## src/design/ikts_pkg.sv

```systemverilog
`default_nettype none
package ikts_pkg;

  // Fixed-point settings of the angle path.
  localparam int CORDIC_STEPS_DEFAULT = 16;
  localparam int ANGLE_FRACTION_BITS  = 8;
  localparam int ZQ                   = 24;
  localparam int ANGLE_SHIFT          = ZQ - ANGLE_FRACTION_BITS;
  localparam int CW                   = 34;

  // Register indexes on the configuration channel.
  localparam logic [2:0] REG_UPPER_LINK = 3'd0;
  localparam logic [2:0] REG_LOWER_LINK = 3'd1;
  localparam logic [2:0] REG_TOOL       = 3'd2;
  localparam logic [2:0] REG_MODE       = 3'd3;
  localparam logic [2:0] REG_JOINT_LIM  = 3'd4;
  localparam logic [2:0] REG_ELBOW_ALT  = 3'd5;

  localparam logic [13:0] UPPER_RESET     = 14'd1600;
  localparam logic [13:0] LOWER_RESET     = 14'd1600;
  localparam logic [11:0] TOOL_RESET      = 12'd528;
  localparam logic        MODE_RESET      = 1'b0;
  localparam logic [15:0] JOINT_LIM_RESET = 16'd30720;
  localparam logic [15:0] ELBOW_ALT_RESET = 16'd32000;

  typedef struct packed {
    logic [13:0] upper_link_length;
    logic [13:0] lower_link_length;
    logic [11:0] tool_offset;
    logic        selection_mode;
    logic [15:0] joint_limit;
    logic [15:0] elbow_limit_alternate;
  } cfg_t;

  typedef struct packed {
    logic signed [15:0] target_y;
    logic signed [15:0] target_x;
  } item_t;

  typedef struct packed {
    logic                 start;
    logic signed [CW-1:0] yv;
    logic signed [CW-1:0] xv;
  } cordic_req_t;

  typedef struct packed {
    logic               done;
    logic signed [16:0] angle;
  } cordic_rsp_t;

  typedef enum logic [4:0] {
    ST_IDLE, ST_MXX, ST_MYY, ST_ML1, ST_ML2, ST_ML12, ST_DCHK, ST_DIV,
    ST_CSQ, ST_SQRT, ST_AT1S, ST_AT1W, ST_ML2S, ST_ML2C, ST_AT2S, ST_AT2W,
    ST_AT3S, ST_AT3W, ST_SEL, ST_DIST, ST_OUT
  } back_state_e;

  typedef enum logic [2:0] {
    CS_IDLE, CS_NORM, CS_ITER, CS_CLAMP, CS_ROUND
  } cordic_state_e;

  // Arctangent of 2^-k in Q24 degrees.
  function automatic logic [30:0] atan_entry(input logic [4:0] k);
    logic [30:0] v;
    case (k)
      5'd0:  v = 31'd754974720;
      5'd1:  v = 31'd445687602;
      5'd2:  v = 31'd235489088;
      5'd3:  v = 31'd119537938;
      5'd4:  v = 31'd60000934;
      5'd5:  v = 31'd30029717;
      5'd6:  v = 31'd15018523;
      5'd7:  v = 31'd7509720;
      5'd8:  v = 31'd3754917;
      5'd9:  v = 31'd1877466;
      5'd10: v = 31'd938734;
      5'd11: v = 31'd469367;
      5'd12: v = 31'd234684;
      5'd13: v = 31'd117342;
      5'd14: v = 31'd58671;
      5'd15: v = 31'd29335;
      5'd16: v = 31'd14668;
      5'd17: v = 31'd7334;
      5'd18: v = 31'd3667;
      5'd19: v = 31'd1833;
      5'd20: v = 31'd917;
      5'd21: v = 31'd458;
      5'd22: v = 31'd229;
      5'd23: v = 31'd115;
      5'd24: v = 31'd57;
      5'd25: v = 31'd29;
      5'd26: v = 31'd14;
      5'd27: v = 31'd7;
      5'd28: v = 31'd4;
      5'd29: v = 31'd2;
      5'd30: v = 31'd1;
      default: v = 31'd0;
    endcase
    return v;
  endfunction

endpackage
`default_nettype wire

```

## src/design/two_link_inverse_kinematics_select.sv

```systemverilog
`default_nettype none
// Two-link planar inverse kinematics with pose selection. Each target point
// (x, y in 1/16 mm) sent on the slave stream yields exactly one transaction on
// the master stream carrying the chosen shoulder and elbow angles in 1/256
// degree, plus a fault flag per joint when the chosen angle lies beyond the
// joint limit (the angle then reads 0). Of the two elbow solutions the one
// with the least summed travel from the last reported pose wins; selection
// mode 1 takes the larger travel and the alternate elbow prescreen limit.
// A front queue takes up to two targets while the solver works, so the input
// keeps flowing while a result waits on the output register. The solver
// handles one target at a time: shared-multiplier work, a restoring divide
// for the elbow cosine (skipped when it clamps), a square root for the sine,
// and three passes of one CORDIC unit, each normalizing its operands by
// single-bit shifts before its iterations.
// Configuration writes are always accepted and must only be issued while
// the block is idle.
module two_link_inverse_kinematics_select #(
  parameter int CORDIC_STEPS = ikts_pkg::CORDIC_STEPS_DEFAULT
) (
  input  wire logic        clk_i,
  input  wire logic        rst_ni,
  // Target stream. tdata: target_x [15:0], target_y [31:16].
  input  wire logic        s_axis_tvalid,
  output logic             s_axis_tready,
  input  wire logic [31:0] s_axis_tdata,
  // Result stream. tdata: shoulder_angle [15:0], elbow_angle [31:16].
  // tuser: shoulder_fault [0], elbow_fault [1].
  output logic             m_axis_tvalid,
  input  wire logic        m_axis_tready,
  output logic [31:0]      m_axis_tdata,
  output logic [1:0]       m_axis_tuser,
  // Configuration writes.
  input  wire logic        cfg_valid_i,
  output logic             cfg_ready_o,
  input  wire logic [2:0]  cfg_index_i,
  input  wire logic [15:0] cfg_data_i
);

  ikts_pkg::cfg_t  cfg_q;
  ikts_pkg::item_t q_item;
  logic            q_valid, q_pop;
  logic [15:0]     shoulder, elbow;
  logic            shoulder_fault, elbow_fault;

  // The register file never stalls a write.
  assign cfg_ready_o = 1'b1;

  always_ff @(posedge clk_i or negedge rst_ni) begin
    if (!rst_ni) begin
      cfg_q.upper_link_length     <= ikts_pkg::UPPER_RESET;
      cfg_q.lower_link_length     <= ikts_pkg::LOWER_RESET;
      cfg_q.tool_offset           <= ikts_pkg::TOOL_RESET;
      cfg_q.selection_mode        <= ikts_pkg::MODE_RESET;
      cfg_q.joint_limit           <= ikts_pkg::JOINT_LIM_RESET;
      cfg_q.elbow_limit_alternate <= ikts_pkg::ELBOW_ALT_RESET;
    end else if (cfg_valid_i && cfg_ready_o) begin
      case (cfg_index_i)
        ikts_pkg::REG_UPPER_LINK: cfg_q.upper_link_length <= cfg_data_i[13:0];
        ikts_pkg::REG_LOWER_LINK: cfg_q.lower_link_length <= cfg_data_i[13:0];
        ikts_pkg::REG_TOOL:       cfg_q.tool_offset       <= cfg_data_i[11:0];
        ikts_pkg::REG_MODE:       cfg_q.selection_mode    <= cfg_data_i[0];
        ikts_pkg::REG_JOINT_LIM:  cfg_q.joint_limit       <= cfg_data_i;
        ikts_pkg::REG_ELBOW_ALT:  cfg_q.elbow_limit_alternate <= cfg_data_i;
        default: ;
      endcase
    end
  end

  // Front: accepts targets into a two-entry queue.
  ikts_front u_front (
    .clk_i      (clk_i),
    .rst_ni     (rst_ni),
    .in_valid_i (s_axis_tvalid),
    .in_ready_o (s_axis_tready),
    .in_item_i  (s_axis_tdata),
    .out_valid_o(q_valid),
    .out_item_o (q_item),
    .pop_i      (q_pop)
  );

  // Back: solves one target at a time and holds the result for the sink.
  ikts_back #(
    .CORDIC_STEPS(CORDIC_STEPS)
  ) u_back (
    .clk_i           (clk_i),
    .rst_ni          (rst_ni),
    .cfg_i           (cfg_q),
    .item_valid_i    (q_valid),
    .item_i          (q_item),
    .pop_o           (q_pop),
    .out_valid_o     (m_axis_tvalid),
    .out_ready_i     (m_axis_tready),
    .shoulder_o      (shoulder),
    .elbow_o         (elbow),
    .shoulder_fault_o(shoulder_fault),
    .elbow_fault_o   (elbow_fault)
  );

  assign m_axis_tdata = {elbow, shoulder};
  assign m_axis_tuser = {elbow_fault, shoulder_fault};

endmodule
`default_nettype wire

```

## src/design/ikts_front.sv

```systemverilog
`default_nettype none
// Accepts target points and holds up to two of them for the solver.
module ikts_front (
  input  wire logic           clk_i,
  input  wire logic           rst_ni,
  input  wire logic           in_valid_i,
  output logic                in_ready_o,
  input  wire ikts_pkg::item_t in_item_i,
  output logic                out_valid_o,
  output ikts_pkg::item_t     out_item_o,
  input  wire logic           pop_i
);

  ikts_pkg::item_t mem_q [2];
  logic       wr_ptr_q, rd_ptr_q;
  logic [1:0] count_q;
  logic       push, pop;

  assign in_ready_o  = (count_q != 2'd2);
  assign out_valid_o = (count_q != 2'd0);
  assign out_item_o  = mem_q[rd_ptr_q];
  assign push        = in_valid_i & in_ready_o;
  assign pop         = pop_i & out_valid_o;

  always_ff @(posedge clk_i) begin
    if (push) begin
      mem_q[wr_ptr_q] <= in_item_i;
    end
  end

  always_ff @(posedge clk_i or negedge rst_ni) begin
    if (!rst_ni) begin
      wr_ptr_q <= 1'b0;
      rd_ptr_q <= 1'b0;
      count_q  <= 2'd0;
    end else begin
      if (push) wr_ptr_q <= ~wr_ptr_q;
      if (pop) rd_ptr_q <= ~rd_ptr_q;
      count_q <= count_q + {1'b0, push} - {1'b0, pop};
    end
  end

endmodule
`default_nettype wire

```

## src/design/ikts_cordic.sv

```systemverilog
`default_nettype none
// Vectoring CORDIC arctangent, angle measured from the second argument.
module ikts_cordic #(
  parameter int CORDIC_STEPS = ikts_pkg::CORDIC_STEPS_DEFAULT
) (
  input  wire logic                 clk_i,
  input  wire logic                 rst_ni,
  input  wire ikts_pkg::cordic_req_t req_i,
  output ikts_pkg::cordic_rsp_t     rsp_o
);

  localparam int IW = $clog2(CORDIC_STEPS);
  localparam int W  = ikts_pkg::CW;
  localparam logic signed [W-1:0] Z90  = W'(64'd90 << ikts_pkg::ZQ);
  localparam logic signed [W-1:0] Z180 = W'(64'd180 << ikts_pkg::ZQ);
  localparam logic signed [W-1:0] RND  = W'(64'd1 << (ikts_pkg::ANGLE_SHIFT - 1));
  localparam logic signed [W-1:0] HI   = W'(64'd1 << 30);
  localparam logic signed [W-1:0] LO   = W'(64'd1 << 29);

  ikts_pkg::cordic_state_e state_q, state_d;
  logic signed [W-1:0] cx_q, cy_q, z_q;
  logic [IW-1:0]       i_q;
  logic                xneg_q, yneg_q, done_q, done_d;
  logic signed [16:0]  res_q;

  logic signed [W-1:0] m, dx, dy, zc, rr;
  logic [4:0]          k;
  logic [30:0]         at;

  assign m  = (cx_q > cy_q) ? cx_q : cy_q;
  assign k  = 5'(i_q);
  assign dx = cy_q >>> k;
  assign dy = cx_q >>> k;
  assign at = ikts_pkg::atan_entry(k);
  assign zc = (z_q < 0) ? '0 : ((z_q > Z90) ? Z90 : z_q);
  assign rr = (z_q + RND) >>> ikts_pkg::ANGLE_SHIFT;

  assign rsp_o.done  = done_q;
  assign rsp_o.angle = res_q;

  always_comb begin
    state_d = state_q;
    done_d  = 1'b0;
    case (state_q)
      ikts_pkg::CS_IDLE: begin
        if (req_i.start) begin
          if (req_i.xv == 0 && req_i.yv == 0) begin
            done_d = 1'b1;
          end else begin
            state_d = ikts_pkg::CS_NORM;
          end
        end
      end
      ikts_pkg::CS_NORM: begin
        if (m < HI && m >= LO) state_d = ikts_pkg::CS_ITER;
      end
      ikts_pkg::CS_ITER: begin
        if (i_q == IW'(CORDIC_STEPS - 1)) state_d = ikts_pkg::CS_CLAMP;
      end
      ikts_pkg::CS_CLAMP: state_d = ikts_pkg::CS_ROUND;
      ikts_pkg::CS_ROUND: begin
        done_d  = 1'b1;
        state_d = ikts_pkg::CS_IDLE;
      end
      default: state_d = ikts_pkg::CS_IDLE;
    endcase
  end

  always_ff @(posedge clk_i or negedge rst_ni) begin
    if (!rst_ni) begin
      state_q <= ikts_pkg::CS_IDLE;
      done_q  <= 1'b0;
    end else begin
      state_q <= state_d;
      done_q  <= done_d;
    end
  end

  always_ff @(posedge clk_i) begin
    case (state_q)
      ikts_pkg::CS_IDLE: begin
        cx_q   <= (req_i.xv < 0) ? -req_i.xv : req_i.xv;
        cy_q   <= (req_i.yv < 0) ? -req_i.yv : req_i.yv;
        xneg_q <= req_i.xv < 0;
        yneg_q <= req_i.yv < 0;
        res_q  <= '0;
      end
      ikts_pkg::CS_NORM: begin
        if (m >= HI) begin
          cx_q <= cx_q >>> 1;
          cy_q <= cy_q >>> 1;
        end else if (m < LO) begin
          cx_q <= cx_q <<< 1;
          cy_q <= cy_q <<< 1;
        end
        z_q <= '0;
        i_q <= '0;
      end
      ikts_pkg::CS_ITER: begin
        if (cy_q >= 0) begin
          cx_q <= cx_q + dx;
          cy_q <= cy_q - dy;
          z_q  <= z_q + $signed({3'b000, at});
        end else begin
          cx_q <= cx_q - dx;
          cy_q <= cy_q + dy;
          z_q  <= z_q - $signed({3'b000, at});
        end
        i_q <= i_q + 1'b1;
      end
      ikts_pkg::CS_CLAMP: begin
        z_q <= xneg_q ? (Z180 - zc) : zc;
      end
      ikts_pkg::CS_ROUND: begin
        res_q <= yneg_q ? -17'(rr) : 17'(rr);
      end
      default: ;
    endcase
  end

endmodule
`default_nettype wire

```

## src/design/ikts_back.sv

```systemverilog
`default_nettype none
// Solver sequencer: elbow cosine, sine, three arctangents and pose choice.
module ikts_back #(
  parameter int CORDIC_STEPS = ikts_pkg::CORDIC_STEPS_DEFAULT
) (
  input  wire logic            clk_i,
  input  wire logic            rst_ni,
  input  wire ikts_pkg::cfg_t  cfg_i,
  input  wire logic            item_valid_i,
  input  wire ikts_pkg::item_t item_i,
  output logic                 pop_o,
  output logic                 out_valid_o,
  input  wire logic            out_ready_i,
  output logic [15:0]          shoulder_o,
  output logic [15:0]          elbow_o,
  output logic                 shoulder_fault_o,
  output logic                 elbow_fault_o
);

  localparam int W = ikts_pkg::CW;

  function automatic logic [19:0] mag20(input logic signed [19:0] v);
    return (v < 0) ? 20'(-v) : 20'(v);
  endfunction

  ikts_pkg::back_state_e state_q, state_d;
  ikts_pkg::cordic_req_t req;
  ikts_pkg::cordic_rsp_t rsp;

  logic signed [15:0]  x_q, y_q;
  logic signed [W-1:0] num_q, den_q, by_q, bx_q;
  logic [31:0]         rem_q;
  logic [15:0]         quo_q;
  logic [4:0]          cnt_q;
  logic                neg_q;
  logic signed [17:0]  c_q;
  logic [33:0]         rad_q;
  logic [16:0]         root_q;
  logic [19:0]         srem_q;
  logic signed [16:0]  t2_q, a_q, b_q;
  logic signed [17:0]  t10_q, t11_q;
  logic [19:0]         d0_q, d1_q;
  logic                e10_q, e11_q, e20_q, e21_q;
  logic signed [16:0]  prev_s_q, prev_e_q;
  logic                ov_q, ov_d;
  logic [15:0]         os_q, oe_q;
  logic                fs_q, fe_q;

  logic signed [17:0] mul_a, mul_b, s18, t20, t21, m1, m2, m1f, m2f;
  logic signed [35:0] prod;
  logic [14:0]        l2;
  logic [15:0]        el;
  logic signed [W-1:0] num_abs;
  logic [31:0]        rem2;
  logic               dge, sge, pick0, f1, f2, out_free;
  logic [15:0]        qn;
  logic [19:0]        remt, trial;

  assign l2      = {1'b0, cfg_i.lower_link_length} + {3'b000, cfg_i.tool_offset};
  assign el      = cfg_i.selection_mode ? cfg_i.elbow_limit_alternate : cfg_i.joint_limit;
  assign s18     = $signed({1'b0, root_q});
  assign t20     = {t2_q[16], t2_q};
  assign t21     = -t20;
  assign prod    = mul_a * mul_b;
  assign num_abs = (num_q < 0) ? -num_q : num_q;
  assign rem2    = {rem_q[30:0], 1'b0};
  assign dge     = rem2 >= den_q[31:0];
  assign qn      = {quo_q[14:0], dge};
  assign remt    = {srem_q[17:0], rad_q[33:32]};
  assign trial   = {1'b0, root_q, 2'b01};
  assign sge     = remt >= trial;
  assign out_free = !ov_q || out_ready_i;

  assign pick0 = cfg_i.selection_mode ? (d0_q >= d1_q) : (d0_q <= d1_q);
  assign m1    = pick0 ? (!e10_q ? t10_q : t11_q) : (!e11_q ? t11_q : t10_q);
  assign m2    = pick0 ? (!e20_q ? t20 : t21) : (!e21_q ? t21 : t20);
  assign f1    = mag20(20'(m1)) > {4'b0000, cfg_i.joint_limit};
  assign f2    = mag20(20'(m2)) > {4'b0000, cfg_i.joint_limit};
  assign m1f   = f1 ? '0 : m1;
  assign m2f   = f2 ? '0 : m2;

  always_comb begin
    mul_a = {{2{x_q[15]}}, x_q};
    mul_b = {{2{x_q[15]}}, x_q};
    case (state_q)
      ikts_pkg::ST_MYY: begin
        mul_a = {{2{y_q[15]}}, y_q};
        mul_b = {{2{y_q[15]}}, y_q};
      end
      ikts_pkg::ST_ML1: begin
        mul_a = $signed({4'b0000, cfg_i.upper_link_length});
        mul_b = $signed({4'b0000, cfg_i.upper_link_length});
      end
      ikts_pkg::ST_ML2: begin
        mul_a = $signed({3'b000, l2});
        mul_b = $signed({3'b000, l2});
      end
      ikts_pkg::ST_ML12: begin
        mul_a = $signed({4'b0000, cfg_i.upper_link_length});
        mul_b = $signed({3'b000, l2});
      end
      ikts_pkg::ST_CSQ: begin
        mul_a = c_q;
        mul_b = c_q;
      end
      ikts_pkg::ST_ML2S: begin
        mul_a = $signed({3'b000, l2});
        mul_b = s18;
      end
      ikts_pkg::ST_ML2C: begin
        mul_a = $signed({3'b000, l2});
        mul_b = c_q;
      end
      default: ;
    endcase
  end

  always_comb begin
    state_d   = state_q;
    ov_d      = ov_q && !out_ready_i;
    pop_o     = 1'b0;
    req.start = 1'b0;
    req.yv    = {{(W - 16){x_q[15]}}, x_q};
    req.xv    = {{(W - 16){y_q[15]}}, y_q};
    case (state_q)
      ikts_pkg::ST_IDLE: begin
        if (item_valid_i) begin
          pop_o   = 1'b1;
          state_d = ikts_pkg::ST_MXX;
        end
      end
      ikts_pkg::ST_MXX:  state_d = ikts_pkg::ST_MYY;
      ikts_pkg::ST_MYY:  state_d = ikts_pkg::ST_ML1;
      ikts_pkg::ST_ML1:  state_d = ikts_pkg::ST_ML2;
      ikts_pkg::ST_ML2:  state_d = ikts_pkg::ST_ML12;
      ikts_pkg::ST_ML12: state_d = ikts_pkg::ST_DCHK;
      ikts_pkg::ST_DCHK: begin
        if (den_q == 0 || num_q >= den_q || num_q <= -den_q) begin
          state_d = ikts_pkg::ST_CSQ;
        end else begin
          state_d = ikts_pkg::ST_DIV;
        end
      end
      ikts_pkg::ST_DIV: begin
        if (cnt_q == 5'd15) state_d = ikts_pkg::ST_CSQ;
      end
      ikts_pkg::ST_CSQ: state_d = ikts_pkg::ST_SQRT;
      ikts_pkg::ST_SQRT: begin
        if (cnt_q == 5'd16) state_d = ikts_pkg::ST_AT1S;
      end
      ikts_pkg::ST_AT1S: begin
        req.start = 1'b1;
        req.yv    = {{(W - 18){1'b0}}, s18};
        req.xv    = {{(W - 18){c_q[17]}}, c_q};
        state_d   = ikts_pkg::ST_AT1W;
      end
      ikts_pkg::ST_AT1W: begin
        if (rsp.done) state_d = ikts_pkg::ST_ML2S;
      end
      ikts_pkg::ST_ML2S: state_d = ikts_pkg::ST_ML2C;
      ikts_pkg::ST_ML2C: state_d = ikts_pkg::ST_AT2S;
      ikts_pkg::ST_AT2S: begin
        req.start = 1'b1;
        state_d   = ikts_pkg::ST_AT2W;
      end
      ikts_pkg::ST_AT2W: begin
        if (rsp.done) state_d = ikts_pkg::ST_AT3S;
      end
      ikts_pkg::ST_AT3S: begin
        req.start = 1'b1;
        req.yv    = by_q;
        req.xv    = bx_q;
        state_d   = ikts_pkg::ST_AT3W;
      end
      ikts_pkg::ST_AT3W: begin
        if (rsp.done) state_d = ikts_pkg::ST_SEL;
      end
      ikts_pkg::ST_SEL:  state_d = ikts_pkg::ST_DIST;
      ikts_pkg::ST_DIST: state_d = ikts_pkg::ST_OUT;
      ikts_pkg::ST_OUT: begin
        if (out_free) begin
          ov_d    = 1'b1;
          state_d = ikts_pkg::ST_IDLE;
        end
      end
      default: state_d = ikts_pkg::ST_IDLE;
    endcase
  end

  always_ff @(posedge clk_i or negedge rst_ni) begin
    if (!rst_ni) begin
      state_q  <= ikts_pkg::ST_IDLE;
      ov_q     <= 1'b0;
      prev_s_q <= '0;
      prev_e_q <= '0;
    end else begin
      state_q <= state_d;
      ov_q    <= ov_d;
      if (state_q == ikts_pkg::ST_OUT && out_free) begin
        prev_s_q <= 17'(m1f);
        prev_e_q <= 17'(m2f);
      end
    end
  end

  always_ff @(posedge clk_i) begin
    case (state_q)
      ikts_pkg::ST_IDLE: begin
        x_q <= item_i.target_x;
        y_q <= item_i.target_y;
      end
      ikts_pkg::ST_MXX:  num_q <= W'(prod);
      ikts_pkg::ST_MYY:  num_q <= num_q + W'(prod);
      ikts_pkg::ST_ML1:  num_q <= num_q - W'(prod);
      ikts_pkg::ST_ML2:  num_q <= num_q - W'(prod);
      ikts_pkg::ST_ML12: den_q <= W'(prod) <<< 1;
      ikts_pkg::ST_DCHK: begin
        rem_q <= 32'(num_abs);
        quo_q <= '0;
        cnt_q <= '0;
        neg_q <= num_q < 0;
        if (den_q == 0) begin
          c_q <= (num_q >= 0) ? 18'sd65536 : -18'sd65536;
        end else if (num_q >= den_q) begin
          c_q <= 18'sd65536;
        end else if (num_q <= -den_q) begin
          c_q <= -18'sd65536;
        end
      end
      ikts_pkg::ST_DIV: begin
        rem_q <= dge ? (rem2 - den_q[31:0]) : rem2;
        quo_q <= qn;
        cnt_q <= cnt_q + 5'd1;
        c_q   <= neg_q ? -$signed({2'b00, qn}) : $signed({2'b00, qn});
      end
      ikts_pkg::ST_CSQ: begin
        rad_q  <= 34'd4294967296 - 34'(prod);
        root_q <= '0;
        srem_q <= '0;
        cnt_q  <= '0;
      end
      ikts_pkg::ST_SQRT: begin
        srem_q <= sge ? (remt - trial) : remt;
        root_q <= {root_q[15:0], sge};
        rad_q  <= {rad_q[31:0], 2'b00};
        cnt_q  <= cnt_q + 5'd1;
      end
      ikts_pkg::ST_AT1W: t2_q <= rsp.angle;
      ikts_pkg::ST_ML2S: by_q <= W'(prod);
      ikts_pkg::ST_ML2C: begin
        bx_q <= $signed({4'b0000, cfg_i.upper_link_length, 16'h0000}) + W'(prod);
      end
      ikts_pkg::ST_AT2W: a_q <= rsp.angle;
      ikts_pkg::ST_AT3W: b_q <= rsp.angle;
      ikts_pkg::ST_SEL: begin
        t10_q <= {a_q[16], a_q} - {b_q[16], b_q};
        t11_q <= {a_q[16], a_q} + {b_q[16], b_q};
      end
      ikts_pkg::ST_DIST: begin
        d0_q <= mag20(20'(t10_q) - 20'(prev_s_q)) + mag20(20'(t20) - 20'(prev_e_q));
        d1_q <= mag20(20'(t11_q) - 20'(prev_s_q)) + mag20(20'(t21) - 20'(prev_e_q));
        e10_q <= mag20(20'(t10_q)) > {4'b0000, cfg_i.joint_limit};
        e11_q <= mag20(20'(t11_q)) > {4'b0000, cfg_i.joint_limit};
        e20_q <= mag20(20'(t20)) > {4'b0000, el};
        e21_q <= mag20(20'(t21)) > {4'b0000, el};
      end
      ikts_pkg::ST_OUT: begin
        if (out_free) begin
          os_q <= 16'(m1f);
          oe_q <= 16'(m2f);
          fs_q <= f1;
          fe_q <= f2;
        end
      end
      default: ;
    endcase
  end

  ikts_cordic #(
    .CORDIC_STEPS(CORDIC_STEPS)
  ) u_cordic (
    .clk_i (clk_i),
    .rst_ni(rst_ni),
    .req_i (req),
    .rsp_o (rsp)
  );

  assign out_valid_o      = ov_q;
  assign shoulder_o       = os_q;
  assign elbow_o          = oe_q;
  assign shoulder_fault_o = fs_q;
  assign elbow_fault_o    = fe_q;

endmodule
`default_nettype wire

```

## config.mk

```make
export PLATFORM = sky130hd
export DESIGN_NAME = two_link_inverse_kinematics_select
export DESIGN_NICKNAME = d
export VERILOG_FILES = /design/src/design/ikts_pkg.sv /design/src/design/two_link_inverse_kinematics_select.sv /design/src/design/ikts_front.sv /design/src/design/ikts_cordic.sv /design/src/design/ikts_back.sv
export SDC_FILE = /design/constraint.sdc
export NUM_CORES = 2
export LEC_CHECK = 0
export ABC_AREA = 1
export BUFFER_PORTS_ARGS = -buffer_cell sky130_fd_sc_hd__buf_2
export CAP_MARGIN = 5
export CORE_ASPECT_RATIO = 0.9
export CORE_MARGIN = 2
export CORE_UTILIZATION = 65
export DETAILED_ROUTE_END_ITERATION = 6
export GPL_TIMING_DRIVEN = 1
export PLACE_DENSITY = 0.82
export RECOVER_POWER = 50
export SYNTH_ARGS = -nofsm -noshare
export SYNTH_HDL_FRONTEND = slang
export SYNTH_SLANG_ARGS = --single-unit
```

## constraint.sdc

```tcl
create_clock -name clk_i -period 14.2 [get_ports clk_i]
set_input_delay 2.13 -clock clk_i [delete_from_list [all_inputs] [get_ports clk_i]]
set_output_delay 2.13 -clock clk_i [all_outputs]
set_load 0.005 [all_outputs]
```

==> results.toml <==
[synthesis]
synth_top_family_by_area = "simple AND/OR/NAND/NOR gates"
yosys.area.top_type = "edfxtp_1"
synth_fp_nets = 12400
synthSimpleGateAreaFrac_pct = 23.8
synth_fa_ha_area_share_pct = 18.2
syn_area_sq_um = 83700
synth_most_common_cell = "nand2_1"
syn_inst = 11326
synth_common_cells = "2,554 x nand2_1, 1,661 x inv_1, 978 x nor2_1"
synth.area.top_cells = "edfxtp_1 24%, nand2_1 11%, ha_1 10%"
synth-compound-area-share_pct = 14.2
synth_warnings = 0
async_reset_ff_share_pct = 14.9
yosysSeqAreaShare_pct = 28.0
synth_area_per_cell_sq_um = 7.39
synthMuxAreaShare_pct = 1.04
synth_top_area_share_pct = 23.6
ys_types = 84
synth_xor_area_share_pct = 5.41
synth_edf_count = 659
ys_ff_latch = 810
synth_ff_type = "edfxtp_1"

[clock_network]
cts.root.buffer_cell = "clkbuf_16"
tritoncts = "yes"
clk_latency_ns = 0.77
post_cts_resized = 0
cts.clk_slew.worst_paths_ns = 0.06
cts_setup_buffers = 0
clk_path_buf_depth = 3
cts_htree_levels = 3
ctsHoldBuffers = 0
numCtsBuffers = 89
clock-sinks = 810

[worst_setup_path]
regToRegStartpoint = "u_back.state_q[4]$_DFFE_PN0P_"
cp.arrival_ns = 13.11
worstReg2RegEnd = "u_back.num_q[32]$_DFFE_PP_"
r2r_setup_slack_ns = 1.54
worstSetupPathType = "flip-flop to flip-flop"
critPathLaunchType = "flip-flop"
reg2regPathDepth = 49
cp_slowest_cell = "a21oi_1"
cp-startpoint = "u_back.state_q[4]$_DFFE_PN0P_"
required_ns = 14.66
path_max_fanout = 28
cp-end-kind = "flip-flop"
max_stage_delay_ns = 0.82
path_common_cell = "nand2_1"

[floorplanning]
initial_core_util_pct = 65.7
dieArea_sq_um = 132000
rows = 124
io_pins = 93
core_sq_um = 127000
fp.dieW_um = 382
die_y_um = 344

[final_layout]
drive_gt1_share_pct = 4.43
regArea_sq_um = 23400
fillers = 10525
layoutNonFillerInstCount = 13038
nNetsFinal = 12331
area_growth_pct = 5.71
multi_input_area_sq_um = 52500

[drt]
drt_first_pass_iters = 7
ant_nets = 0
wl_um = 298000
post_drt_via_cell_ratio = 6.29
first_iter_violations = 11153
via_count = 81962
wire_per_inst_um = 22.8
drc = 9

[timing]
final-setup-viol-count = 0
tns_ns = 0
slew_headroom_pct = -189
period_needed_ns = 12.66
whs_ns = 0.488
final_max_slew_viol_count = 690
fin_crit_sh_pct = 89.1
clock.fmax_ghz = 0.0790
worst_pin_slew_ns = 4.33
finClkSkew_ns = 0.0414
worst_slack_ns = 1.54
hold_violations = 0
rsz0062_at_grt = "no"

[flow_run]
drv_cap = 17

[min_path]
min-delay-start = "cfg_q[9]$_DFFE_PN0P_"
worstHoldPathType = "flip-flop to flip-flop"
holdPathEnd = "cfg_q[9]$_DFFE_PN0P_"
min_path_cells = 2

[placement]
place_congestion = 1.08
port_buffers = 91
dp_hpwl_um = 236000
placed_cells = 12867
post-place-ws_ns = 2.06

[grt]
grt_antenna_before_repair = 9
grt_pass1_vias = 76674
grt_max_degree = 90
grt_pass1_wl_um = 450000
grt_usage_pct = 44.5
grt_overflow = 0

[run_status]
run_status = "complete, but fails checks"
violations = "DRC, capacitance limit, slew limit"
## worst max-delay path by stage
stage                                             to  slack, ns  depth (start not counted)
after floorplan           u_back.num_q[33]$_DFFE_PP_       3.96                         51
after global placement    u_back.num_q[32]$_DFFE_PP_       2.30                         50
after detailed placement  u_back.num_q[32]$_DFFE_PP_       2.06                         48
after CTS                 u_back.num_q[32]$_DFFE_PP_       2.01                         50
after global routing      u_back.num_q[32]$_DFFE_PP_       0.84                         47
final                     u_back.num_q[32]$_DFFE_PP_       1.54                         49
## cell type report
class | instances | share of cell area [%]
inverter | 1705 | 7.24
antenna | 9 | 0.0254
sequential | 810 | 26.5
timing repair buffer | 161 | 0.994
clock inverter | 60 | 0.770
clock buffer | 102 | 2.71
multi-input combinational | 8490 | 59.4
tap | 1701 | 2.40
## metal layers
metal  routed length (um)  GRT usage (%)  vias up
met5                   22              0        -
met4                21500           26.3        4
met3                42100           13.6     1008
met2               122000           64.8     5448
met1               112000           58.6    38079
li1                     -              -    37423
## cells by family (layout without fill, tap and decap cells)
kind of cell    Yosys count  count (layout)
compound gates         2154            2154
xor+xnor                517             517
fa+ha+maj              1018            1018
buf+inv                2026            2028
flops                   810             810
mux                      83              83
other cells               2              11
simple gates           4716            4716
## layout by cell type, fill, tap and decap left out, types with 36 or more instances in the layout
cell	Yosys	routed
ha_1	688	688
or2_2	61	61
o21bai_1	40	40
edfxtp_1	659	659
nor4_1	51	51
buf_4	11	50
a21oi_1	726	726
o22ai_1	46	46
a211oi_1	36	36
mux2i_1	51	51
o211ai_1	59	59
nor3_1	166	164
o21ai_1	59	61
o21ai_0	939	936
fa_1	330	330
dfrtp_1	103	103
nand2_1	2554	2552
xnor2_1	132	132
clkbuf_16	0	94
buf_2	49	70
nor2_1	978	975
a31oi_1	40	40
nand3_1	595	595
inv_1	1661	1662
nand4_1	175	175
clkbuf_1	224	47
xor2_1	385	385
## flip-flops by register name, indices dropped and copies added, names as in the netlist, 18 cells and up
signal                flops
u_back.d0_q              20
u_back.u_cordic.at       30
u_back.rem_q             31
u_back.den_q             33
u_back.rad_q             34
u_back.u_cordic.z_q      34
u_back.num_q             34
u_back.d1_q              20
u_back.c_q               18
u_back.t11_q             18
u_back.by_q              34
cfg_q                    73
u_back.bx_q              34
u_back.u_cordic.cx_q     34
u_back.u_cordic.cy_q     34
u_back.srem_q            18
u_front.mem_q            64
## stage by stage
step	util, %	cell area [sq um]
6_report	69.5	88500
5_1_grt	69.5	88500
4_1_cts	69.6	88600
3_5_place_dp	67.2	85600
3_3_place_gp	67.2	85600
2_1_floorplan	-	83700
## worst max-delay path, delay by kind of cell (launching register included)
kind	cells	cell delay (ns)
adders and majority gates	8	3.56
xor gates and xnor gates	1	0.56
and+or+nand+nor	28	5.11
DFF	1	0.41
buffers and inverters	8	1.45
AOI/OAI and AO/OA	4	1.23
Power is left out: the tool's default activity adds up to more than one toggle a clock period on the data nets, which glitch-free logic cannot reach.
